File: src/sv/one_wire_bus_master_assert.svh
// assertion macros for the one-wire bus master
`ifndef ONE_WIRE_BUS_MASTER_ASSERT_SVH
`define ONE_WIRE_BUS_MASTER_ASSERT_SVH
`ifndef SYNTHESIS
// checked property, switched off while reset is high
`define OWM_ASSERT(name, clk, rst, prop) \
   name: assert property (@(posedge clk) disable iff (rst) prop) \
      else $error("one-wire master assertion failed");
// checked property that also holds through reset
`define OWM_ASSERT_ALWAYS(name, clk, prop) \
   name: assert property (@(posedge clk) prop) \
      else $error("one-wire master assertion failed");
`else
`define OWM_ASSERT(name, clk, rst, prop)
`define OWM_ASSERT_ALWAYS(name, clk, prop)
`endif
`endif

File: src/sv/owm_pkg.sv
// types and constants shared by the one-wire bus master files
`timescale 1ns / 1ps
package owm_pkg;

   localparam int BITS_PER_BYTE    = 8;
   localparam int CNT_W            = 11;
   localparam int BIT_IDX_W        = $clog2(BITS_PER_BYTE + 1);
   localparam int PRESENCE_LOW_MAX = 240;
   localparam int CSR_ADDR_W       = 5;
   localparam int CSR_DATA_W       = 32;

   localparam logic [10:0] RESET_LOW_DEF     = 11'd750;
   localparam logic [7:0]  RESET_RELEASE_DEF = 8'd15;
   localparam logic [9:0]  PRESENCE_WAIT_DEF = 10'd200;
   localparam logic [7:0]  PRESENCE_LIM_DEF  = 8'd120;
   localparam logic [7:0]  LONG_SLOT_DEF     = 8'd60;
   localparam logic [5:0]  SHORT_PULSE_DEF   = 6'd2;
   localparam logic [5:0]  SAMPLE_DELAY_DEF  = 6'd12;
   localparam logic [7:0]  READ_RECOV_DEF    = 8'd50;

   typedef enum logic [1:0] {
      CMD_TICK  = 2'd0,
      CMD_RESET = 2'd1,
      CMD_WRITE = 2'd2,
      CMD_READ  = 2'd3
   } cmd_type;

   typedef enum logic [2:0] {
      REG_RESET_LOW     = 3'd0,
      REG_RESET_RELEASE = 3'd1,
      REG_PRESENCE_WAIT = 3'd2,
      REG_PRESENCE_LIM  = 3'd3,
      REG_LONG_SLOT     = 3'd4,
      REG_SHORT_PULSE   = 3'd5,
      REG_SAMPLE_DELAY  = 3'd6,
      REG_READ_RECOV    = 3'd7
   } reg_idx_type;

   typedef enum logic [3:0] {
      PH_IDLE      = 4'd0,
      PH_RST_LOW   = 4'd1,
      PH_RST_REL   = 4'd2,
      PH_PRES_WAIT = 4'd3,
      PH_PRES_LOW  = 4'd4,
      PH_WR_LOW    = 4'd5,
      PH_WR_HIGH   = 4'd6,
      PH_RD_LOW    = 4'd7,
      PH_RD_WAIT   = 4'd8,
      PH_RD_SAMPLE = 4'd9,
      PH_RD_RECOV  = 4'd10
   } phase_type;

   typedef logic [CNT_W:0] cnt_ext_type;

   typedef struct packed {
      logic [10:0] reset_low_ticks;
      logic [7:0]  reset_release_ticks;
      logic [9:0]  presence_wait_ticks;
      logic [7:0]  presence_low_limit;
      logic [7:0]  long_slot_ticks;
      logic [5:0]  short_pulse_ticks;
      logic [5:0]  sample_delay_ticks;
      logic [7:0]  read_recovery_ticks;
   } cfg_type;

   typedef struct packed {
      cmd_type     command;
      logic [7:0]  data_byte;
      logic        line_level;
   } item_type;

   typedef struct packed {
      logic        drive_low;
      logic        busy_res;
      logic        done_res;
      logic        presence_failed;
      logic [7:0]  read_value;
   } res_type;

endpackage

File: src/sv/owm_req_if.sv
// command channel: one word per microsecond tick
`timescale 1ns / 1ps
interface owm_req_if;
   logic       valid;
   logic       ready;
   logic [1:0] command;
   logic [7:0] data_byte;
   logic       line_level;

   modport source (output valid, output command, output data_byte, output line_level,
                   input ready);
   modport sink (input valid, input command, input data_byte, input line_level,
                 output ready);
endinterface

File: src/sv/owm_rsp_if.sv
// result channel: bus drive and status, one word per tick
`timescale 1ns / 1ps
interface owm_rsp_if;
   logic       valid;
   logic       ready;
   logic       drive_low;
   logic       busy_res;
   logic       done_res;
   logic       presence_failed;
   logic [7:0] read_value;

   modport source (output valid, output drive_low, output busy_res, output done_res,
                   output presence_failed, output read_value, input ready);
   modport sink (input valid, input drive_low, input busy_res, input done_res,
                 input presence_failed, input read_value, output ready);
endinterface

File: src/sv/owm_csr.sv
// apb timing register file
`timescale 1ns / 1ps
module owm_csr
   import owm_pkg::*;
(
   input  logic                  clock,
   input  logic                  reset,
   input  logic                  psel,
   input  logic                  penable,
   input  logic                  pwrite,
   input  logic [CSR_ADDR_W-1:0] paddr,
   input  logic [CSR_DATA_W-1:0] pwdata,
   output logic [CSR_DATA_W-1:0] prdata,
   output logic                  pready,
   output cfg_type               cfg
);

   cfg_type     cfg_ff;
   cfg_type     cfg_in;
   reg_idx_type idx;
   logic        wr_en;

   assign pready = 1'b1;
   assign idx    = reg_idx_type'(paddr[CSR_ADDR_W-1:2]);
   assign wr_en  = psel && penable && pwrite && pready;
   assign cfg    = cfg_ff;

   always_comb begin
      cfg_in = cfg_ff;
      if (wr_en) begin
         unique case (idx)
            REG_RESET_LOW:     cfg_in.reset_low_ticks     = pwdata[10:0];
            REG_RESET_RELEASE: cfg_in.reset_release_ticks = pwdata[7:0];
            REG_PRESENCE_WAIT: cfg_in.presence_wait_ticks = pwdata[9:0];
            REG_PRESENCE_LIM:  cfg_in.presence_low_limit  = pwdata[7:0];
            REG_LONG_SLOT:     cfg_in.long_slot_ticks     = pwdata[7:0];
            REG_SHORT_PULSE:   cfg_in.short_pulse_ticks   = pwdata[5:0];
            REG_SAMPLE_DELAY:  cfg_in.sample_delay_ticks  = pwdata[5:0];
            REG_READ_RECOV:    cfg_in.read_recovery_ticks = pwdata[7:0];
            default:           cfg_in = cfg_ff;
         endcase
      end
   end

   always_comb begin
      unique case (idx)
         REG_RESET_LOW:     prdata = CSR_DATA_W'(cfg_ff.reset_low_ticks);
         REG_RESET_RELEASE: prdata = CSR_DATA_W'(cfg_ff.reset_release_ticks);
         REG_PRESENCE_WAIT: prdata = CSR_DATA_W'(cfg_ff.presence_wait_ticks);
         REG_PRESENCE_LIM:  prdata = CSR_DATA_W'(cfg_ff.presence_low_limit);
         REG_LONG_SLOT:     prdata = CSR_DATA_W'(cfg_ff.long_slot_ticks);
         REG_SHORT_PULSE:   prdata = CSR_DATA_W'(cfg_ff.short_pulse_ticks);
         REG_SAMPLE_DELAY:  prdata = CSR_DATA_W'(cfg_ff.sample_delay_ticks);
         REG_READ_RECOV:    prdata = CSR_DATA_W'(cfg_ff.read_recovery_ticks);
         default:           prdata = '0;
      endcase
   end

   always_ff @(posedge clock) begin
      if (reset) begin
         cfg_ff.reset_low_ticks     <= RESET_LOW_DEF;
         cfg_ff.reset_release_ticks <= RESET_RELEASE_DEF;
         cfg_ff.presence_wait_ticks <= PRESENCE_WAIT_DEF;
         cfg_ff.presence_low_limit  <= PRESENCE_LIM_DEF;
         cfg_ff.long_slot_ticks     <= LONG_SLOT_DEF;
         cfg_ff.short_pulse_ticks   <= SHORT_PULSE_DEF;
         cfg_ff.sample_delay_ticks  <= SAMPLE_DELAY_DEF;
         cfg_ff.read_recovery_ticks <= READ_RECOV_DEF;
      end else begin
         cfg_ff <= cfg_in;
      end
   end

endmodule

File: src/sv/owm_fsm.sv
// bus sequencer: one tick of the reset, write and read slot timing per step
`timescale 1ns / 1ps
module owm_fsm
   import owm_pkg::*;
(
   input  logic     clock,
   input  logic     reset,
   input  logic     step,
   input  item_type item,
   input  cfg_type  cfg,
   output res_type  res
);

   phase_type              phase_ff, phase_in;
   logic [CNT_W-1:0]       tick_ff, tick_in;
   logic [7:0]             shift_ff, shift_in;
   logic [BIT_IDX_W-1:0]   bit_ff, bit_in;
   logic                   pres_ff, pres_in;
   logic [7:0]             last_ff, last_in;

   phase_type              ph;
   logic [CNT_W-1:0]       tick;
   logic [7:0]             shift;
   logic [BIT_IDX_W-1:0]   bidx;
   logic [BIT_IDX_W-1:0]   bidx_inc;
   cnt_ext_type            tick_inc;
   logic [7:0]             dur;
   logic [7:0]             sampled;
   logic [7:0]             short_ext;

   assign short_ext = 8'(cfg.short_pulse_ticks);
   assign sampled   = {item.line_level, shift[7:1]};

   always_comb begin
      // a command on an idle tick makes that tick its first one
      ph    = phase_ff;
      tick  = tick_ff;
      shift = shift_ff;
      bidx  = bit_ff;
      if (phase_ff == PH_IDLE && item.command != CMD_TICK) begin
         tick = '0;
         bidx = '0;
         case (item.command)
            CMD_RESET: ph = PH_RST_LOW;
            CMD_WRITE: begin
               shift = item.data_byte;
               ph    = PH_WR_LOW;
            end
            default: begin
               shift = '0;
               ph    = PH_RD_LOW;
            end
         endcase
      end
   end

   assign tick_inc = cnt_ext_type'(tick) + cnt_ext_type'(1);
   assign bidx_inc = bidx + BIT_IDX_W'(1);

   always_comb begin
      phase_in      = ph;
      tick_in       = tick;
      shift_in      = shift;
      bit_in        = bidx;
      pres_in       = pres_ff;
      last_in       = last_ff;
      dur           = '0;
      res.drive_low = 1'b0;
      res.busy_res  = 1'b1;
      res.done_res  = 1'b0;
      unique case (ph)
         PH_IDLE: begin
            res.busy_res = 1'b0;
         end
         PH_RST_LOW: begin
            res.drive_low = 1'b1;
            tick_in       = tick_inc[CNT_W-1:0];
            if (tick_inc >= cnt_ext_type'(cfg.reset_low_ticks)) begin
               tick_in  = '0;
               phase_in = (cfg.reset_release_ticks == '0) ? PH_PRES_WAIT : PH_RST_REL;
            end
         end
         PH_RST_REL: begin
            tick_in = tick_inc[CNT_W-1:0];
            if (tick_inc >= cnt_ext_type'(cfg.reset_release_ticks)) begin
               tick_in  = '0;
               phase_in = PH_PRES_WAIT;
            end
         end
         PH_PRES_WAIT: begin
            if (item.line_level) begin
               tick_in = tick_inc[CNT_W-1:0];
               if (tick_inc >= cnt_ext_type'(cfg.presence_wait_ticks)) begin
                  pres_in      = 1'b1;
                  phase_in     = PH_IDLE;
                  tick_in      = '0;
                  res.done_res = 1'b1;
               end
            end else begin
               // first low tick already counts
               tick_in  = CNT_W'(1);
               phase_in = PH_PRES_LOW;
            end
         end
         PH_PRES_LOW: begin
            if (item.line_level) begin
               pres_in      = (cnt_ext_type'(tick) >= cnt_ext_type'(cfg.presence_low_limit));
               phase_in     = PH_IDLE;
               tick_in      = '0;
               res.done_res = 1'b1;
            end else begin
               tick_in = tick_inc[CNT_W-1:0];
               if (tick_inc >= cnt_ext_type'(PRESENCE_LOW_MAX)) begin
                  pres_in      = (tick_inc >= cnt_ext_type'(cfg.presence_low_limit));
                  phase_in     = PH_IDLE;
                  tick_in      = '0;
                  res.done_res = 1'b1;
               end
            end
         end
         PH_WR_LOW: begin
            res.drive_low = 1'b1;
            tick_in       = tick_inc[CNT_W-1:0];
            dur           = shift[0] ? short_ext : cfg.long_slot_ticks;
            if (tick_inc >= cnt_ext_type'(dur)) begin
               tick_in  = '0;
               phase_in = PH_WR_HIGH;
            end
         end
         PH_WR_HIGH: begin
            tick_in = tick_inc[CNT_W-1:0];
            dur     = shift[0] ? cfg.long_slot_ticks : short_ext;
            if (tick_inc >= cnt_ext_type'(dur)) begin
               shift_in = {1'b0, shift[7:1]};
               bit_in   = bidx_inc;
               tick_in  = '0;
               if (bidx_inc >= BIT_IDX_W'(BITS_PER_BYTE)) begin
                  phase_in     = PH_IDLE;
                  res.done_res = 1'b1;
               end else begin
                  phase_in = PH_WR_LOW;
               end
            end
         end
         PH_RD_LOW: begin
            res.drive_low = 1'b1;
            tick_in       = tick_inc[CNT_W-1:0];
            if (tick_inc >= cnt_ext_type'(cfg.short_pulse_ticks)) begin
               tick_in  = '0;
               phase_in = (cfg.sample_delay_ticks == '0) ? PH_RD_SAMPLE : PH_RD_WAIT;
            end
         end
         PH_RD_WAIT: begin
            tick_in = tick_inc[CNT_W-1:0];
            if (tick_inc >= cnt_ext_type'(cfg.sample_delay_ticks)) begin
               tick_in  = '0;
               phase_in = PH_RD_SAMPLE;
            end
         end
         PH_RD_SAMPLE: begin
            shift_in = sampled;
            tick_in  = '0;
            if (cfg.read_recovery_ticks == '0) begin
               bit_in = bidx_inc;
               if (bidx_inc >= BIT_IDX_W'(BITS_PER_BYTE)) begin
                  last_in      = sampled;
                  phase_in     = PH_IDLE;
                  res.done_res = 1'b1;
               end else begin
                  phase_in = PH_RD_LOW;
               end
            end else begin
               phase_in = PH_RD_RECOV;
            end
         end
         PH_RD_RECOV: begin
            tick_in = tick_inc[CNT_W-1:0];
            if (tick_inc >= cnt_ext_type'(cfg.read_recovery_ticks)) begin
               tick_in = '0;
               bit_in  = bidx_inc;
               if (bidx_inc >= BIT_IDX_W'(BITS_PER_BYTE)) begin
                  last_in      = shift;
                  phase_in     = PH_IDLE;
                  res.done_res = 1'b1;
               end else begin
                  phase_in = PH_RD_LOW;
               end
            end
         end
         default: begin
            phase_in     = PH_IDLE;
            tick_in      = '0;
            res.busy_res = 1'b0;
         end
      endcase
      res.presence_failed = pres_in;
      res.read_value      = last_in;
   end

   always_ff @(posedge clock) begin
      if (reset) begin
         phase_ff <= PH_IDLE;
         tick_ff  <= '0;
         shift_ff <= '0;
         bit_ff   <= '0;
         pres_ff  <= 1'b0;
         last_ff  <= '0;
      end else if (step) begin
         phase_ff <= phase_in;
         tick_ff  <= tick_in;
         shift_ff <= shift_in;
         bit_ff   <= bit_in;
         pres_ff  <= pres_in;
         last_ff  <= last_in;
      end
   end

endmodule

File: src/sv/one_wire_bus_master.sv
// one-wire bus master: top level with input and result registers
//
// req_ch carries one word per microsecond tick: a command (tick, reset and
// presence check, write byte, read byte), the byte to write and the sampled
// bus level. rsp_ch returns one word per request word: drive_low for the bus
// pad, busy, done on the finishing tick, the last presence result and the
// last byte read. A command is taken only while idle and is ignored otherwise.
// Timing registers sit on the apb port at byte address 4*index and may be
// written only while no command is running.
// A word accepted into the input register passes through the sequencer into the
// result register once that register is free or being emptied. Throughput: one
// word per cycle while rsp_ch does not stall, set by the single sequencer step
// between the input register and the result register.
// Reset (synchronous, active high) clears the valid flags of both registers, idles the sequencer
// and restores the default timing values.
// While rsp_ch is stalled the result word holds and one more word is taken
// into the input register; after that req_ch.ready drops until a result moves.
`timescale 1ns / 1ps
`include "one_wire_bus_master_assert.svh"
module one_wire_bus_master
   import owm_pkg::*;
(
   input  logic                  clock,
   input  logic                  reset,
   owm_req_if.sink               req_ch,
   owm_rsp_if.source             rsp_ch,
   input  logic                  psel,
   input  logic                  penable,
   input  logic                  pwrite,
   input  logic [CSR_ADDR_W-1:0] paddr,
   input  logic [CSR_DATA_W-1:0] pwdata,
   output logic [CSR_DATA_W-1:0] prdata,
   output logic                  pready
);

   cfg_type  cfg;
   res_type  res;
   item_type in_item_ff;
   logic     in_vld_ff;
   logic     in_vld_in;
   res_type  rsp_res_ff;
   logic     rsp_vld_ff;
   logic     rsp_vld_in;
   logic     advance;
   logic     step;

   owm_csr u_csr (
      .clock   (clock),
      .reset   (reset),
      .psel    (psel),
      .penable (penable),
      .pwrite  (pwrite),
      .paddr   (paddr),
      .pwdata  (pwdata),
      .prdata  (prdata),
      .pready  (pready),
      .cfg     (cfg)
   );

   owm_fsm u_fsm (
      .clock (clock),
      .reset (reset),
      .step  (step),
      .item  (in_item_ff),
      .cfg   (cfg),
      .res   (res)
   );

   // result register free or being emptied this cycle
   assign advance      = !rsp_vld_ff || rsp_ch.ready;
   assign step         = in_vld_ff && advance;
   assign req_ch.ready = !in_vld_ff || advance;
   assign in_vld_in    = req_ch.ready ? req_ch.valid : in_vld_ff;
   assign rsp_vld_in   = advance ? in_vld_ff : rsp_vld_ff;

   always_ff @(posedge clock) begin
      if (reset) begin
         in_vld_ff  <= 1'b0;
         rsp_vld_ff <= 1'b0;
      end else begin
         in_vld_ff  <= in_vld_in;
         rsp_vld_ff <= rsp_vld_in;
      end
   end

   always_ff @(posedge clock) begin
      if (req_ch.valid && req_ch.ready) begin
         in_item_ff.command    <= cmd_type'(req_ch.command);
         in_item_ff.data_byte  <= req_ch.data_byte;
         in_item_ff.line_level <= req_ch.line_level;
      end
      if (step) begin
         rsp_res_ff <= res;
      end
   end

   assign rsp_ch.valid           = rsp_vld_ff;
   assign rsp_ch.drive_low       = rsp_res_ff.drive_low;
   assign rsp_ch.busy_res        = rsp_res_ff.busy_res;
   assign rsp_ch.done_res        = rsp_res_ff.done_res;
   assign rsp_ch.presence_failed = rsp_res_ff.presence_failed;
   assign rsp_ch.read_value      = rsp_res_ff.read_value;

   `OWM_ASSERT(a_done_in_command, clock, reset, rsp_vld_ff && rsp_res_ff.done_res |-> rsp_res_ff.busy_res)
   `OWM_ASSERT(a_drive_in_command, clock, reset, rsp_vld_ff && rsp_res_ff.drive_low |-> rsp_res_ff.busy_res)
   `OWM_ASSERT(a_held_word_kept, clock, reset, in_vld_ff && !advance |=> in_vld_ff && rsp_vld_ff)
   `OWM_ASSERT_ALWAYS(a_reset_empties, clock, $past(reset) |-> !rsp_vld_ff && !in_vld_ff)

endmodule
File: src/flat_wrapper.sv
// flat-port wrapper written by rule: the top's interface ports become plain ports
module one_wire_bus_master_flat import owm_pkg::*;
  (clock, reset, psel, penable, pwrite, paddr, pwdata, prdata, pready, req_ch_valid, req_ch_command, req_ch_data_byte, req_ch_line_level, req_ch_ready, rsp_ch_valid, rsp_ch_drive_low, rsp_ch_busy_res, rsp_ch_done_res, rsp_ch_presence_failed, rsp_ch_read_value, rsp_ch_ready);
  owm_req_if req_ch_i ();
  owm_rsp_if rsp_ch_i ();
  input  logic clock;
  input  logic reset;
  input  logic psel;
  input  logic penable;
  input  logic pwrite;
  input  logic [CSR_ADDR_W-1:0] paddr;
  input  logic [CSR_DATA_W-1:0] pwdata;
  output logic [CSR_DATA_W-1:0] prdata;
  output logic pready;
  input wire logic [$bits(req_ch_i.valid)-1:0] req_ch_valid;
  input wire logic [$bits(req_ch_i.command)-1:0] req_ch_command;
  input wire logic [$bits(req_ch_i.data_byte)-1:0] req_ch_data_byte;
  input wire logic [$bits(req_ch_i.line_level)-1:0] req_ch_line_level;
  output wire logic [$bits(req_ch_i.ready)-1:0] req_ch_ready;
  output wire logic [$bits(rsp_ch_i.valid)-1:0] rsp_ch_valid;
  output wire logic [$bits(rsp_ch_i.drive_low)-1:0] rsp_ch_drive_low;
  output wire logic [$bits(rsp_ch_i.busy_res)-1:0] rsp_ch_busy_res;
  output wire logic [$bits(rsp_ch_i.done_res)-1:0] rsp_ch_done_res;
  output wire logic [$bits(rsp_ch_i.presence_failed)-1:0] rsp_ch_presence_failed;
  output wire logic [$bits(rsp_ch_i.read_value)-1:0] rsp_ch_read_value;
  input wire logic [$bits(rsp_ch_i.ready)-1:0] rsp_ch_ready;
  assign req_ch_i.valid = req_ch_valid;
  assign req_ch_i.command = req_ch_command;
  assign req_ch_i.data_byte = req_ch_data_byte;
  assign req_ch_i.line_level = req_ch_line_level;
  assign req_ch_ready = req_ch_i.ready;
  assign rsp_ch_valid = rsp_ch_i.valid;
  assign rsp_ch_drive_low = rsp_ch_i.drive_low;
  assign rsp_ch_busy_res = rsp_ch_i.busy_res;
  assign rsp_ch_done_res = rsp_ch_i.done_res;
  assign rsp_ch_presence_failed = rsp_ch_i.presence_failed;
  assign rsp_ch_read_value = rsp_ch_i.read_value;
  assign rsp_ch_i.ready = rsp_ch_ready;
  one_wire_bus_master u_core (.clock(clock), .reset(reset), .req_ch(req_ch_i), .rsp_ch(rsp_ch_i), .psel(psel), .penable(penable), .pwrite(pwrite), .paddr(paddr), .pwdata(pwdata), .prdata(prdata), .pready(pready));
endmodule
File: config.mk
export PLATFORM = sky130hd
export DESIGN_NAME = one_wire_bus_master_flat
export DESIGN_NICKNAME = d
export VERILOG_FILES = /design/src/sv/owm_pkg.sv /design/src/sv/owm_req_if.sv /design/src/sv/owm_rsp_if.sv /design/src/sv/owm_csr.sv /design/src/sv/owm_fsm.sv /design/src/sv/one_wire_bus_master.sv /design/src/flat_wrapper.sv
export VERILOG_INCLUDE_DIRS = /design/src /design/src/sv
export SDC_FILE = /design/constraint.sdc
export NUM_CORES = 1
export LEC_CHECK = 0
export ABC_CLOCK_PERIOD_IN_PS = 13600
export BUFFER_PORTS_ARGS = -buffer_cell sky130_fd_sc_hd__buf_2
export CAP_MARGIN = 20
export CORE_AREA = 2 2 136 105
export CTS_CLUSTER_DIAMETER = 50
export DETAILED_ROUTE_END_ITERATION = 8
export DIE_AREA = 0 0 138 107
export GPL_TIMING_DRIVEN = 0
export PLACE_DENSITY = 0.87
export SLEW_MARGIN = 10
export SYNTH_ARGS = -nofsm -noshare
export SYNTH_HDL_FRONTEND = slang
export SYNTH_SLANG_ARGS = --single-unit
File: constraint.sdc
create_clock -name clock -period 13.6 [get_ports clock]
set_input_delay 3.4 -clock clock [delete_from_list [all_inputs] [get_ports clock]]
set_output_delay 3.4 -clock clock [all_outputs]
set_load 0.02 [all_outputs]
==> results of run 1 <==
flip-flops by register name, indices dropped and copies added (netlist names):
name,count
u_core.in_vld_ff,1
u_core.u_fsm.tick_ff,11
u_core.u_fsm.phase_ff,4
u_core.u_fsm.shift_ff,8
u_core.rsp_ch.done_res,1
u_core.u_csr.cfg,65
u_core.u_fsm.last_ff,8
u_core.u_fsm.pres_ff,1
u_core.in_item_ff,11
u_core.rsp_ch.valid,1
u_core.u_fsm.bit_ff,4
u_core.rsp_ch.read_value,8
u_core.rsp_ch.busy_res,1
u_core.rsp_ch.presence_failed,1
u_core.rsp_ch.drive_low,1
path summary, 6_finish.rpt:
| kind | depth (start not counted) | end | slack (ns) | startpoint |
|---|---|---|---|---|
| max reg2reg | 20 | u_core.u_fsm.tick_ff[6]$_SDFFE_PP0P_ | 7.72 | u_core.in_item_ff[9]$_DFFE_PP_ |
| min | 2 | u_core.u_fsm.shift_ff[4]$_SDFFE_PP0P_ | 0.45 | u_core.u_fsm.shift_ff[4]$_SDFFE_PP0P_ |
| min reg2reg | 2 | u_core.u_fsm.shift_ff[4]$_SDFFE_PP0P_ | 0.45 | u_core.u_fsm.shift_ff[4]$_SDFFE_PP0P_ |
| max | 8 | prdata[0] | 4.59 | paddr[3] |
worst max-delay path, cell delays in order:
cell,delay [ns]
clkbuf_1,0.37
buf_1,0.47
clkbuf_1,0.55
nand3_1,0.13
o21ai_0,0.18
a221oi_1,0.19
nor2_1,0.14
buf_2,0.17
layer usage:
layer  global-route usage [%]  share of wire, %  vias to the layer above
met5                        0                 0                        -
met4                    10.50               2.3                        0
met3                    7.905                13                       68
met2                    52.97                42                      562
met1                    51.31                43                     3771
li1                         -                 -                     3732
through the flow:
stage                     util, %  cells  hold WS (ns)  worst slack (ns)  area [um2]
after floorplan                 -   1015        0.4281             5.345        8511
after global placement      66.81   1238        0.4394             4.724        8970
after detailed placement    66.92   1239        0.4449             4.708        8985
after CTS                   71.39   1271        0.4530             4.692        9584
after global routing        71.43   1272        0.4787             4.490        9589
final                       71.43   1272        0.4483             4.590        9589
Yosys cell counts (4+ instances only):
| cell | number | area share, % |
|---|---|---|
| dfxtp_1 | 103 | 24 |
| a211oi_1 | 15 | 1.3 |
| nand2b_1 | 11 | 0.82 |
| nand2_1 | 61 | 2.7 |
| a2111oi_0 | 6 | 0.62 |
| a22o_1 | 17 | 1.8 |
| nand3_1 | 13 | 0.77 |
| xor2_1 | 6 | 0.62 |
| or2_2 | 7 | 0.52 |
| buf_4 | 24 | 2.1 |
| nor3_1 | 15 | 0.89 |
| edfxtp_1 | 23 | 8.2 |
| a31oi_1 | 6 | 0.45 |
| a31o_2 | 4 | 0.42 |
| a221oi_1 | 5 | 0.52 |
| o22ai_1 | 4 | 0.30 |
| o211ai_1 | 8 | 0.71 |
| nor2_1 | 139 | 6.2 |
| a211o_1 | 28 | 2.9 |
| inv_1 | 75 | 3.3 |
| nand4_1 | 7 | 0.52 |
| ha_1 | 81 | 12 |
| a32oi_1 | 6 | 0.62 |
| o21ai_0 | 33 | 2.0 |
| nor2b_1 | 10 | 0.74 |
| xnor2_1 | 4 | 0.42 |
| mux2i_1 | 49 | 5.8 |
| a22oi_1 | 4 | 0.36 |
| o21a_1 | 8 | 0.71 |
| a21o_1 | 12 | 1.1 |
| clkbuf_1 | 45 | 2.0 |
| nor4_1 | 8 | 0.59 |
| buf_1 | 6 | 0.27 |
| o31ai_1 | 7 | 0.62 |
| a21oi_1 | 59 | 3.5 |
| a222oi_1 | 8 | 0.95 |
| and2_1 | 14 | 1.0 |
power by group:
| group | leakage (nW) | switching [mW] | total [mW] | internal [mW] |
|---|---|---|---|---|
| Clock | 0.291 | 0.177 | 0.475 | 0.298 |
| Combinational | 2.78 | 0.0959 | 0.141 | 0.0451 |
| Sequential | 1.05 | 0.00662 | 0.398 | 0.391 |
logic make-up after synthesis:
family                     count (synthesis)  share of synthesized area, %
and+or+nand+nor                          303                         16.63
AOI/OAI and AO/OA                        260                         22.34
buffers and inverters                    156                         8.143
DFF                                      126                         32.63
adders and majority gates                 86                         12.65
muxes                                     52                         6.482
xor gates and xnor gates                  10                         1.038
other                                      2                       0.08903
layout make-up:
cell class / instances / area, um2 / area share (%)
Clock inverter: 10 / 135.1 / 1.409
Timing Repair Buffer: 50 / 252.7 / 2.636
Buffer: 79 / 397.9 / 4.149
Sequential cell: 126 / 2753 / 28.71
Tap cell: 175 / 219.0 / 2.283
Multi-Input combinational cell: 733 / 5079 / 52.96
Inverter: 77 / 289.0 / 3.014
Clock buffer: 22 / 464.2 / 4.841
==> results by group, run 1 <==
Clock tree
  – Cts bufs inserted: 17
  – CTS hold repair buffers: 0
  – Clk root buf: clkbuf_16
  – Largest buffer count on any clock path: 2
  – CTS tree: yes
  – Worst-path clk slew: approximately 0.060 ns
  – Post-CTS Repair Setup Buffers: 0
  – Sink Count: approximately 130
  – Number of levels in the clock H-tree: 4
  – Clock latency on the worst-skew pair: 0.43 ns
  – Number of gates given a new drive strength after cts: 0

Synthesis
  – Count of yosys warnings during synthesis: 0
  – Number of register bits inferred by synthesis: 126
  – Synthesized area per cell: 8.478 um2
  – Leading register cell type out of synthesis: dfxtp_1
  – Unique masters post-synth: 77
  – Cell count after synthesis: a little under 1k
  – Cell area after synthesis: 8436 um2
  – Async S/R FF share, synth: 0%
  – Post-synth EDFFs: 23
  – Proportion of synthesized chip area in sequential cells: 32.63%

Detailed routing
  – Total wirelength of the detailed-routed design: 26.10 mm
  – Number of antenna-violating nets in the routed design: 0
  – First-pass DRT Iterations: 7
  – Vias: 8133
  – DRC marker count from the first detailed-route iteration: 1089
  – Vias per cell: 6.394
  – Average routed wire per standard cell: 20.52 um
  – Post-route DRC violation count: 0

Final layout
  – Top library cells by usage in the layout, fill and taps aside: nor2_1 (139), dfxtp_1 (103), ha_1 (81)
  – Most frequent standard cell in the layout excluding fill and tap cells: nor2_1
  – Layout overhead on the synthesized area: 13.68%
  – Fillcell total: 1057
  – Number of antenna repair diodes: 0
  – Layout cells sized above 1: between 10% and 20%
  – Layout Nets: between 1k and 1.5k

Floorplanning
  – Die W: 138 um
  – Die extent in y: 107 um
  – Starting density of the core: 62.83%
  – Floorplan Core Area: 13430 um2
  – Total Die Area: 14770 um2
  – Total number of placement rows: 37
  – I/O pin total: 102

Critical path
  – Worst endpoint data arrival time: 5.61 ns
  – Kind of capture point of the worst setup path: primary output
  – Crit-path max FO: 10
  – Class of the most critical setup path: primary input to primary output
  – Startpoint class of the critical path: primary input
  – Critical path data required time: 10.20 ns

GRT
  – Total congestion overflow after global routing: 0
  – Initial antenna violation count: 0
  – Wire length of the first global-routing pass: 40.97 mm
  – Pin count of the biggest net entering global routing: 22
  – Number of global-route vias before repair: approximately 7.5k
  – Overall routing resource usage: between 30% and 40%

Timing
  – Final setup violation count: 0
  – Maximum frequency from static timing analysis: 0.1110 GHz
  – Transition at the pin with the smallest max-transition slack: 1.157 ns
  – Setup repair after global routing missed its margin: false
  – Setup TNS Final: 0 ns
  – Worst slew margin relative to its limit: 22.57%
  – Ratio of final minimum period to clock period: about two thirds
  – Final Hold Viols: 0
  – Slew Limit Fails: 0
  – Final worst clock skew: 0.009033 ns
  – Clock period minus final worst setup slack: ~9 ns

Worst hold path
  – Worst min-delay path class: register to register

Outcome
  – Status: finished, final reports clean

Power and ir drop
  – Ratio of total power to cell area: between 100 and 150 nW/um2
  – Max rail drop VDD: 0.09412 mV
  – Leakage component of the power: 4.127 nW
  – Post-layout total power: 1.013 mW

Placed design
  – Total half-perimeter wirelength after legalization and detailed placement: 19.33 mm
  – Count of buffers inserted at the top-level ports: 48
  – Final Wtd Congestion: 0.9891

Run
  – Number of max-capacitance violations reported: 0
No activity file was read; power rests on OpenSTA's default activity.
==> inputs of run 2 (changes only) <==
--- a/config.mk
+++ b/config.mk
@@ -6,15 +6,16 @@
 export SDC_FILE = /design/constraint.sdc
 export NUM_CORES = 1
 export LEC_CHECK = 0
-export ABC_CLOCK_PERIOD_IN_PS = 13600
+export ABC_AREA = 1
+export ABC_CLOCK_PERIOD_IN_PS = 9100
 export BUFFER_PORTS_ARGS = -buffer_cell sky130_fd_sc_hd__buf_2
 export CAP_MARGIN = 20
-export CORE_AREA = 2 2 136 105
+export CORE_AREA = 2 2 148 114
 export CTS_CLUSTER_DIAMETER = 50
 export DETAILED_ROUTE_END_ITERATION = 8
-export DIE_AREA = 0 0 138 107
+export DIE_AREA = 0 0 150 116
 export GPL_TIMING_DRIVEN = 0
-export PLACE_DENSITY = 0.87
+export PLACE_DENSITY = 0.82
 export SLEW_MARGIN = 10
 export SYNTH_ARGS = -nofsm -noshare
 export SYNTH_HDL_FRONTEND = slang
==> constraint.sdc (replaced) <==
create_clock -name clock -period 9.1 [get_ports clock]
set_input_delay 2.275 -clock clock [delete_from_list [all_inputs] [get_ports clock]]
set_output_delay 2.275 -clock clock [all_outputs]
set_load 0.02 [all_outputs]
==> run 2 against run 1 <==
Net effect:
- design area up 12%
- clock skew is essentially flat
- worst hold slack better by 0.022 ns
- clock power is 56% higher
- critical endpoint is now prdata[6]
==> results by group, run 2 <==
Timing
  – Setup TNS Final: 0 ns (unchanged)
  – Slew Limit Fails: 0 (unchanged)
  – Transition at the pin with the smallest max-transition slack: 0.9484 ns (was 1.157 ns)
  – Post-layout worst setup margin: 2.864 ns (was 4.590 ns)
  – Final worst clock skew: 0.009273 ns (was 0.009033 ns)
  – Final setup violation count: 0 (unchanged)
  – Worst slew margin relative to its limit: 36.72% (was 22.57%)
  – Setup repair after global routing missed its margin: false (unchanged)
  – Clock period minus final worst setup slack: 6.236 ns
  – Final Hold Viols: 0 (unchanged)
  – Maximum frequency from static timing analysis: 0.1604 GHz
  – Ratio of final minimum period to clock period: 68.53%

Placed design
  – Worst slack after detailed placement: 2.820 ns (was 4.708 ns)
  – Total half-perimeter wirelength after legalization and detailed placement: 22.21 mm (was 19.33 mm)
  – Final Wtd Congestion: 1.000 (was 0.9891)
  – Count of buffers inserted at the top-level ports: 56 (was 48)
  – Post-Place Cells: 1669 (was 1239)

Critical path
  – Worst endpoint data arrival time: 3.96 ns (was 5.61 ns)
  – Endpoint of the most critical register-to-register path: u_core.u_fsm.pres_ff$_SDFFE_PP0P_ (was u_core.u_fsm.tick_ff[6]$_SDFFE_PP0P_)
  – Reg2reg path depth: 26 (was 20)
  – Critical path data required time: 6.83 ns (was 10.20 ns)
  – Origin of the worst setup path: paddr[3] (unchanged)
  – Endpoint of the worst setup timing path: prdata[6] (was prdata[0])
  – Crit-path max FO: 5 (was 10)
  – Kind of capture point of the worst setup path: primary output (unchanged)
  – Class of the most critical setup path: primary input to primary output (unchanged)
  – Flop-to-flop setup slack: 3.65 ns (was 7.72 ns)
  – Reg-to-reg startpoint: u_core.in_item_ff[9]$_DFFE_PP_ (unchanged)
  – Startpoint class of the critical path: primary input (unchanged)

Synthesis
  – Leading register cell type out of synthesis: dfxtp_1 (unchanged)
  – Number of register bits inferred by synthesis: 126 (unchanged)
  – Top-count cell post-synth: nand2_1 (was nor2_1)
  – Top cells by count, synth: nand2_1 (274), inv_1 (202), nor2_1 (131) (was nor2_1 (139), dfxtp_1 (103), ha_1 (81))
  – Post-synth EDFFs: 23 (unchanged)
  – Area leader, netlist: dfxtp_1 (unchanged)
  – Top cell type's share of synthesized area: 21.84% (was 24.44%)
  – Count of yosys warnings during synthesis: 0 (unchanged)
  – Unique masters post-synth: 51 (was 77)
  – Synthesized area per cell: 6.827 um2 (was 8.478 um2)
  – Cell count after synthesis: 1383 (was 995)
  – Async S/R FF share, synth: 0% (unchanged)
  – Proportion of synthesized chip area in sequential cells: 29.15% (was 32.63%)
  – Cell area after synthesis: 9442 um2 (was 8436 um2)
  – Ranking of synthesized cells by area: dfxtp_1 (22%), nand2_1 (11%), ha_1 (11%) (was dfxtp_1 (24%), ha_1 (12%), edfxtp_1 (8.2%))

Power and ir drop
  – Portion of total power attributed to sequential cells: 36.5% (was 39.2%)
  – Combinational Power Share: 18.4% (was 13.9%)
  – Switching Fraction: 31.43% (was 27.59%)
  – Int Power: 1.128 mW (was 0.7337 mW)
  – Net switching power figure: 0.5171 mW (was 0.2796 mW)
  – Post-layout total power: 1.645 mW (was 1.013 mW)
  – Clock share of power: 45.1% (was 46.8%)
  – Leakage component of the power: 5.149 nW (was 4.127 nW)
  – Max rail drop VDD: 0.1050 mV (was 0.09412 mV)
  – Ratio of total power to cell area: 153.8 nW/um2 (was 105.7 nW/um2)

Clock tree
  – Worst-path clk slew: 0.06 ns (about the same)
  – Clk root buf: clkbuf_16 (unchanged)
  – Sink Count: 126 (unchanged)
  – Largest buffer count on any clock path: 2 (unchanged)
  – Number of gates given a new drive strength after cts: 0 (unchanged)
  – Number of levels in the clock H-tree: 4 (unchanged)
  – Cts bufs inserted: 17 (unchanged)
  – CTS tree: yes (unchanged)
  – Post-CTS Repair Setup Buffers: 0 (unchanged)
  – Clock latency on the worst-skew pair: 0.44 ns (was 0.43 ns)
  – CTS hold repair buffers: 0 (unchanged)

Detailed routing
  – Vias: 10.00k (was 8133)
  – Post-route DRC violation count: 0 (unchanged)
  – DRC marker count from the first detailed-route iteration: 1132 (was 1089)
  – Average routed wire per standard cell: 17.32 um (was 20.52 um)
  – Total wirelength of the detailed-routed design: 29.48 mm (was 26.10 mm)
  – Number of antenna-violating nets in the routed design: 0 (unchanged)
  – Vias per cell: 5.876 (was 6.394)
  – First-pass DRT Iterations: 6 (was 7)

Run
  – Number of max-capacitance violations reported: 0 (unchanged)

Floorplanning
  – Die W: 150 um (was 138 um)
  – Floorplan Core Area: 15820 um2 (was 13430 um2)
  – Die extent in y: 116 um (was 107 um)
  – Starting density of the core: 59.70% (was 62.83%)
  – Total Die Area: 17400 um2 (was 14770 um2)
  – Total number of placement rows: 40 (was 37)
  – I/O pin total: 102 (unchanged)

GRT
  – Overall routing resource usage: 34.95% (was 35.45%)
  – Initial antenna violation count: 0 (unchanged)
  – Pin count of the biggest net entering global routing: 22 (unchanged)
  – Total congestion overflow after global routing: 0 (unchanged)
  – Number of global-route vias before repair: 9139 (was 7472)
  – Wire length of the first global-routing pass: 47.02 mm (was 40.97 mm)

Final layout
  – Layout cells sized above 1: 12.00% (was 12.58%)
  – Number of flip-flops in the largest register: 65 (unchanged)
  – Final core area utilization: 67.62% (was 71.43%)
  – Most frequent standard cell in the layout excluding fill and tap cells: nand2_1 (was nor2_1)
  – Number of antenna repair diodes: 0 (unchanged)
  – Top library cells by usage in the layout, fill and taps aside: nand2_1 (274), inv_1 (202), nor2_1 (131) (was nor2_1 (139), dfxtp_1 (103), ha_1 (81))
  – Layout overhead on the synthesized area: 13.27% (was 13.68%)
  – Layout Nets: 1615 (was 1220)
  – Non-filler instance count after layout: 1702 (was 1272)

Outcome
  – Status: finished, final reports clean (unchanged)

Worst hold path
  – Worst min-delay path class: register to register (unchanged)
-- run 2: cell types whose count changed after synthesis, sizes merged, moves of 31 or more --
cell | previous run | this run
a21oi | 61 | 99
o21ai | 37 | 111
nand2 | 62 | 286
nand3 | 14 | 74
mux2i | 49 | 0
inv | 77 | 215
nand4 | 7 | 38
-- run 2: worst min-delay path by stage --
stage	slack, ns	from	depth (start not counted)	to
floorplan	0.45	u_core.u_fsm.bit_ff[1]$_SDFFE_PP0P_	2	u_core.u_fsm.bit_ff[1]$_SDFFE_PP0P_
global placement	0.46	u_core.u_fsm.bit_ff[1]$_SDFFE_PP0P_	2	u_core.u_fsm.bit_ff[1]$_SDFFE_PP0P_
detailed placement	0.46	u_core.u_fsm.bit_ff[1]$_SDFFE_PP0P_	2	u_core.u_fsm.bit_ff[1]$_SDFFE_PP0P_
CTS	0.47	u_core.u_fsm.bit_ff[1]$_SDFFE_PP0P_	2	u_core.u_fsm.bit_ff[1]$_SDFFE_PP0P_
global route	0.48	u_core.u_fsm.bit_ff[1]$_SDFFE_PP0P_	2	u_core.u_fsm.bit_ff[1]$_SDFFE_PP0P_
finish	0.47	u_core.u_fsm.bit_ff[1]$_SDFFE_PP0P_	2	u_core.u_fsm.bit_ff[1]$_SDFFE_PP0P_
-- run 2: metal layers --
layer  up-vias  track usage, %  part of all wire (%)  wire length (um)
met1      4520           49.33                    42             12440
met4         0           12.58                   2.9               863
met5         -               0                     0                 0
met3        80           7.874                    13              3711
met2       585           52.63                    42             12470
li1       4816               -                     -                 -
-- run 2: power by group through the flow --
stage               Sequential (mW)  Combinational (mW)  Clock [mW]
floorplan                     0.614               0.197           0
global placement              0.611               0.287           0
detailed placement            0.612               0.291           0
CTS                           0.600               0.293       0.738
global route                  0.602               0.332       0.762
finish                        0.600               0.303       0.742
-- run 2: layout make-up --
cell class / instances / area (um2)
Buffer: 61 / 359.1
Clock buffer: 18 / 450.4
Clock inverter: 14 / 178.9
Fill cell: 1383 / 5121
Inverter: 221 / 830.8
Multi-Input combinational cell: 995 / 5574
Sequential cell: 126 / 2753
Tap cell: 210 / 262.8
Timing Repair Buffer: 57 / 285.3
-- run 2: critical path, stage by stage --
cell and delay [ns]:
buf_2 0.11, inv_1 0.07, nor3_1 0.56, inv_1 0.23, o22ai_1 0.23, a21oi_1 0.10
o2111ai_1 0.16, buf_2 0.23
-- run 2: logic make-up after synthesis --
logic type	after synthesis	share of synthesized area, %
XOR/XNOR	6	0.7157
other	2	0.07954
AND/OR/NAND/NOR	585	28.04
flip-flops	126	29.15
AO/OA/AOI/OAI	301	18.67
adder cells (fa/ha/maj)	81	10.73
buffers and inverters	282	12.60
-- run 2: metrics by stage --
stage,hold slack (ns),cell area (um2)
after detailed placement,0.4574,10060
after global placement,0.4594,10060
after CTS,0.4669,10690
final,0.4701,10690
after global routing,0.4838,10690
after floorplan,0.4454,9517
==> inputs of run 3 (changes only) <==
--- a/config.mk
+++ b/config.mk
@@ -7,15 +7,15 @@
 export NUM_CORES = 1
 export LEC_CHECK = 0
 export ABC_AREA = 1
-export ABC_CLOCK_PERIOD_IN_PS = 9100
+export ABC_CLOCK_PERIOD_IN_PS = 5000
 export BUFFER_PORTS_ARGS = -buffer_cell sky130_fd_sc_hd__buf_2
 export CAP_MARGIN = 20
-export CORE_AREA = 2 2 148 114
+export CORE_AREA = 2 2 156 120
 export CTS_CLUSTER_DIAMETER = 50
 export DETAILED_ROUTE_END_ITERATION = 8
-export DIE_AREA = 0 0 150 116
+export DIE_AREA = 0 0 158 122
 export GPL_TIMING_DRIVEN = 0
-export PLACE_DENSITY = 0.82
+export PLACE_DENSITY = 0.78
 export SLEW_MARGIN = 10
 export SYNTH_ARGS = -nofsm -noshare
 export SYNTH_HDL_FRONTEND = slang
==> constraint.sdc (replaced) <==
create_clock -name clock -period 5 [get_ports clock]
set_input_delay 1.25 -clock clock [delete_from_list [all_inputs] [get_ports clock]]
set_output_delay 1.25 -clock clock [all_outputs]
set_load 0.02 [all_outputs]
==> run 3 against run 2 <==
Net effect:
- setup slack lost 2.5 ns
- sequential power grew 82%
- highest routed layer unchanged
- clock power grew 70%
- via count is essentially flat
- sequential share of layout area shrank 0.27 points
- sequential cell count is the same
- largest power group unchanged
- routed wire length grew 1.7%
- critical path type is now register to register
- utilization shrank 7.5 points
- global-route usage shrank 3.0 points
==> results by group, run 3 (synthesis results as in run 2) <==
Detailed routing
  – First-pass DRT Iterations: 6 (unchanged)
  – Post-route DRC violation count: 0 (unchanged)
  – Vias per cell: 5.725 (was 5.876)
  – Number of antenna-violating nets in the routed design: 0 (unchanged)
  – DRC marker count from the first detailed-route iteration: 1289 (was 1132)
  – Vias: 10.00k (about the same)
  – Average routed wire per standard cell: 17.16 um (was 17.32 um)
  – Total wirelength of the detailed-routed design: 29.97 mm (was 29.48 mm)

Run
  – Number of max-capacitance violations reported: 0 (unchanged)

Power and ir drop
  – Ratio of total power to cell area: 268.8 nW/um2 (was 153.8 nW/um2)
  – Leakage component of the power: 5.141 nW (was 5.149 nW)
  – Switching Fraction: 32.02% (was 31.43%)
  – Combinational Power Share: 19.0% (was 18.4%)
  – Max rail drop VDD: 0.1592 mV (was 0.1050 mV)
  – Portion of total power attributed to sequential cells: 37.6% (was 36.5%)
  – Int Power: 1.975 mW (was 1.128 mW)
  – Post-layout total power: 2.905 mW (was 1.645 mW)
  – Net switching power figure: 0.9304 mW (was 0.5171 mW)
  – Clock share of power: 43.5% (was 45.1%)

Clock tree
  – CTS tree: yes (unchanged)
  – Clk root buf: clkbuf_16 (unchanged)
  – CTS hold repair buffers: 0 (unchanged)
  – Cts bufs inserted: 17 (unchanged)
  – Largest buffer count on any clock path: 2 (unchanged)
  – Number of levels in the clock H-tree: 4 (unchanged)
  – Sink Count: 126 (unchanged)
  – Worst-path clk slew: 0.06 ns (about the same)
  – Clock latency on the worst-skew pair: 0.44 ns (about the same)

Final layout
  – Layout overhead on the synthesized area: 14.48% (was 13.27%)
  – Top library cells by usage in the layout, fill and taps aside: nand2_1 (272), inv_1 (199), nor2_1 (131) (was nand2_1 (274), inv_1 (202), nor2_1 (131))
  – Fillcell total: 1716 (was 1383)
  – Non-filler instance count after layout: 1747 (was 1702)
  – Layout Nets: 1623 (was 1615)
  – Number of antenna repair diodes: 0 (unchanged)
  – Number of flip-flops in the largest register: 65 (unchanged)
  – Sequential cell area: 2753 um2 (unchanged)
  – Layout cells sized above 1: 13.00% (was 12.00%)
  – Final core area utilization: 60.15% (was 67.62%)
  – Cell area after layout: 10810 um2 (was 10690 um2)
  – Area taken by multi-input logic gates: 5615 um2 (was 5574 um2)
  – Most frequent standard cell in the layout excluding fill and tap cells: nand2_1 (unchanged)

GRT
  – Overall routing resource usage: 32.00% (was 34.95%)
  – Pin count of the biggest net entering global routing: 22 (unchanged)
  – Number of global-route vias before repair: 9107 (was 9139)
  – Initial antenna violation count: 0 (unchanged)
  – Wire length of the first global-routing pass: 47.60 mm (was 47.02 mm)
  – Total congestion overflow after global routing: 0 (unchanged)

Timing
  – Final Hold Viols: 0 (unchanged)
  – Clock period minus final worst setup slack: approximately 4.6 ns
  – Transition at the pin with the smallest max-transition slack: 1.039 ns (was 0.9484 ns)
  – Final worst clock skew: 0.01099 ns (was 0.009273 ns)
  – Setup repair after global routing missed its margin: false (unchanged)
  – Maximum frequency from static timing analysis: 0.2161 GHz
  – Final setup violation count: 0 (unchanged)
  – Worst slew margin relative to its limit: 30.70% (was 36.72%)
  – Ratio of final minimum period to clock period: 92.54%
  – Post-route worst hold slack: 0.4659 ns (was 0.4701 ns)
  – Slew Limit Fails: 0 (unchanged)

Critical path
  – Crit-path max FO: 10 (was 5)
  – Class of the most critical setup path: register to register (was primary input to primary output)
  – Slowest stage cell on the critical path: edfxtp_1 (was nor3_1)
  – Library cell appearing most often on the critical path: nand2_1
  – Critical path data required time: 5.36 ns (was 6.83 ns)
  – CP peak stage delay: 0.38 ns (was 0.56 ns)
  – Worst endpoint data arrival time: 4.98 ns (was 3.96 ns)
  – Reg2reg path depth: 29 (was 26)
  – Critical path buffers and inverters: 7 (was 4)
  – Levels on crit path: 29 (was 8)
  – Cell family contributing the most delay on the critical path: simple AND/OR/NAND/NOR gates (was buffers and inverters)
  – Startpoint class of the critical path: register (was primary input)
  – Kind of capture point of the worst setup path: register (was primary output)

Placed design
  – Final Wtd Congestion: 1.031 (was 1.000)
  – Post-Place Cells: 1706 (was 1669)
  – Total half-perimeter wirelength after legalization and detailed placement: 22.44 mm (was 22.21 mm)
  – Cell area after placement: 10110 um2 (was 10060 um2)
  – Count of buffers inserted at the top-level ports: 56 (unchanged)

Floorplanning
  – Total number of placement rows: 43 (was 40)
  – Floorplan Core Area: 17970 um2 (was 15820 um2)
  – I/O pin total: 102 (unchanged)
  – Total Die Area: 19280 um2 (was 17400 um2)
  – Starting density of the core: 52.54% (was 59.70%)
  – Die W: 158 um (was 150 um)
  – Die extent in y: 122 um (was 116 um)

Worst hold path
  – Count of cells along the worst hold path: 2 (unchanged)
  – Worst min-delay path class: register to register (unchanged)

Outcome
  – Status: finished, final reports clean (unchanged)
==> run 3: per-layer routing <==
| layer | part of all wire (%) | vias up | track usage, % | wire (um) |
|---|---|---|---|---|
| met5 | 0 | - | 0 | 0 |
| met2 | 43 | 543 | 47.99 | 12750 |
| met1 | 44 | 4579 | 45.83 | 13170 |
| li1 | - | 4820 | - | - |
| met3 | 11 | 60 | 6.546 | 3370 |
| met4 | 2.3 | 0 | 10.70 | 678 |
==> run 3: what timing repair did <==
item,4_1_cts,5_1_grt
setup endpoints to repair,19,33
pin swaps,0,2
setup buffers,5,3
gates resized for setup,4,6
==> run 3: final timing paths <==
| kind | endpoint | from | slack (ns) |
|---|---|---|---|
| worst min-delay path | u_core.u_fsm.bit_ff[1]$_SDFFE_PP0P_ | u_core.u_fsm.bit_ff[1]$_SDFFE_PP0P_ | 0.47 |
| worst max-delay path | u_core.u_fsm.tick_ff[0]$_SDFFE_PP0P_ | u_core.in_item_ff[9]$_DFFE_PP_ | 0.37 |
| worst max register to register | u_core.u_fsm.tick_ff[0]$_SDFFE_PP0P_ | u_core.in_item_ff[9]$_DFFE_PP_ | 0.37 |
| worst min register to register | u_core.u_fsm.bit_ff[1]$_SDFFE_PP0P_ | u_core.u_fsm.bit_ff[1]$_SDFFE_PP0P_ | 0.47 |
==> run 3: power by group through the flow <==
stage / Clock [mW] / Combinational [mW] / Sequential [mW]
floorplan: 0 / 0.358 / 1.12
global route: 1.31 / 0.600 / 1.09
global placement: 0 / 0.523 / 1.11
detailed placement: 0 / 0.528 / 1.11
finish: 1.26 / 0.551 / 1.09
CTS: 1.26 / 0.533 / 1.09
==> run 3: tightest hold or removal path, cell delays in order (launching register included) <==
cell and delay, ns:
dfxtp_1 0.31, nand2_1 0.06, a21oi_1 0.06
==> run 3: per-stage QoR <==
stage	TNS, ns	worst slack (ns)
3_5_place_dp	-3.839	-0.3694
3_3_place_gp	-3.201	-0.3177
6_report	0	0.3730
2_1_floorplan	0	1.090
5_1_grt	0	0.008153
4_1_cts	0	0.1187
==> run 3: cell type report <==
class | count | area share (%)
inverter | 221 | 7.790
buffer | 61 | 3.322
sequential | 126 | 25.47
clock inverter | 14 | 1.447
tap | 247 | 2.859
timing repair buffer | 65 | 3.195
multi-input combinational | 995 | 51.95
clock buffer | 18 | 3.970
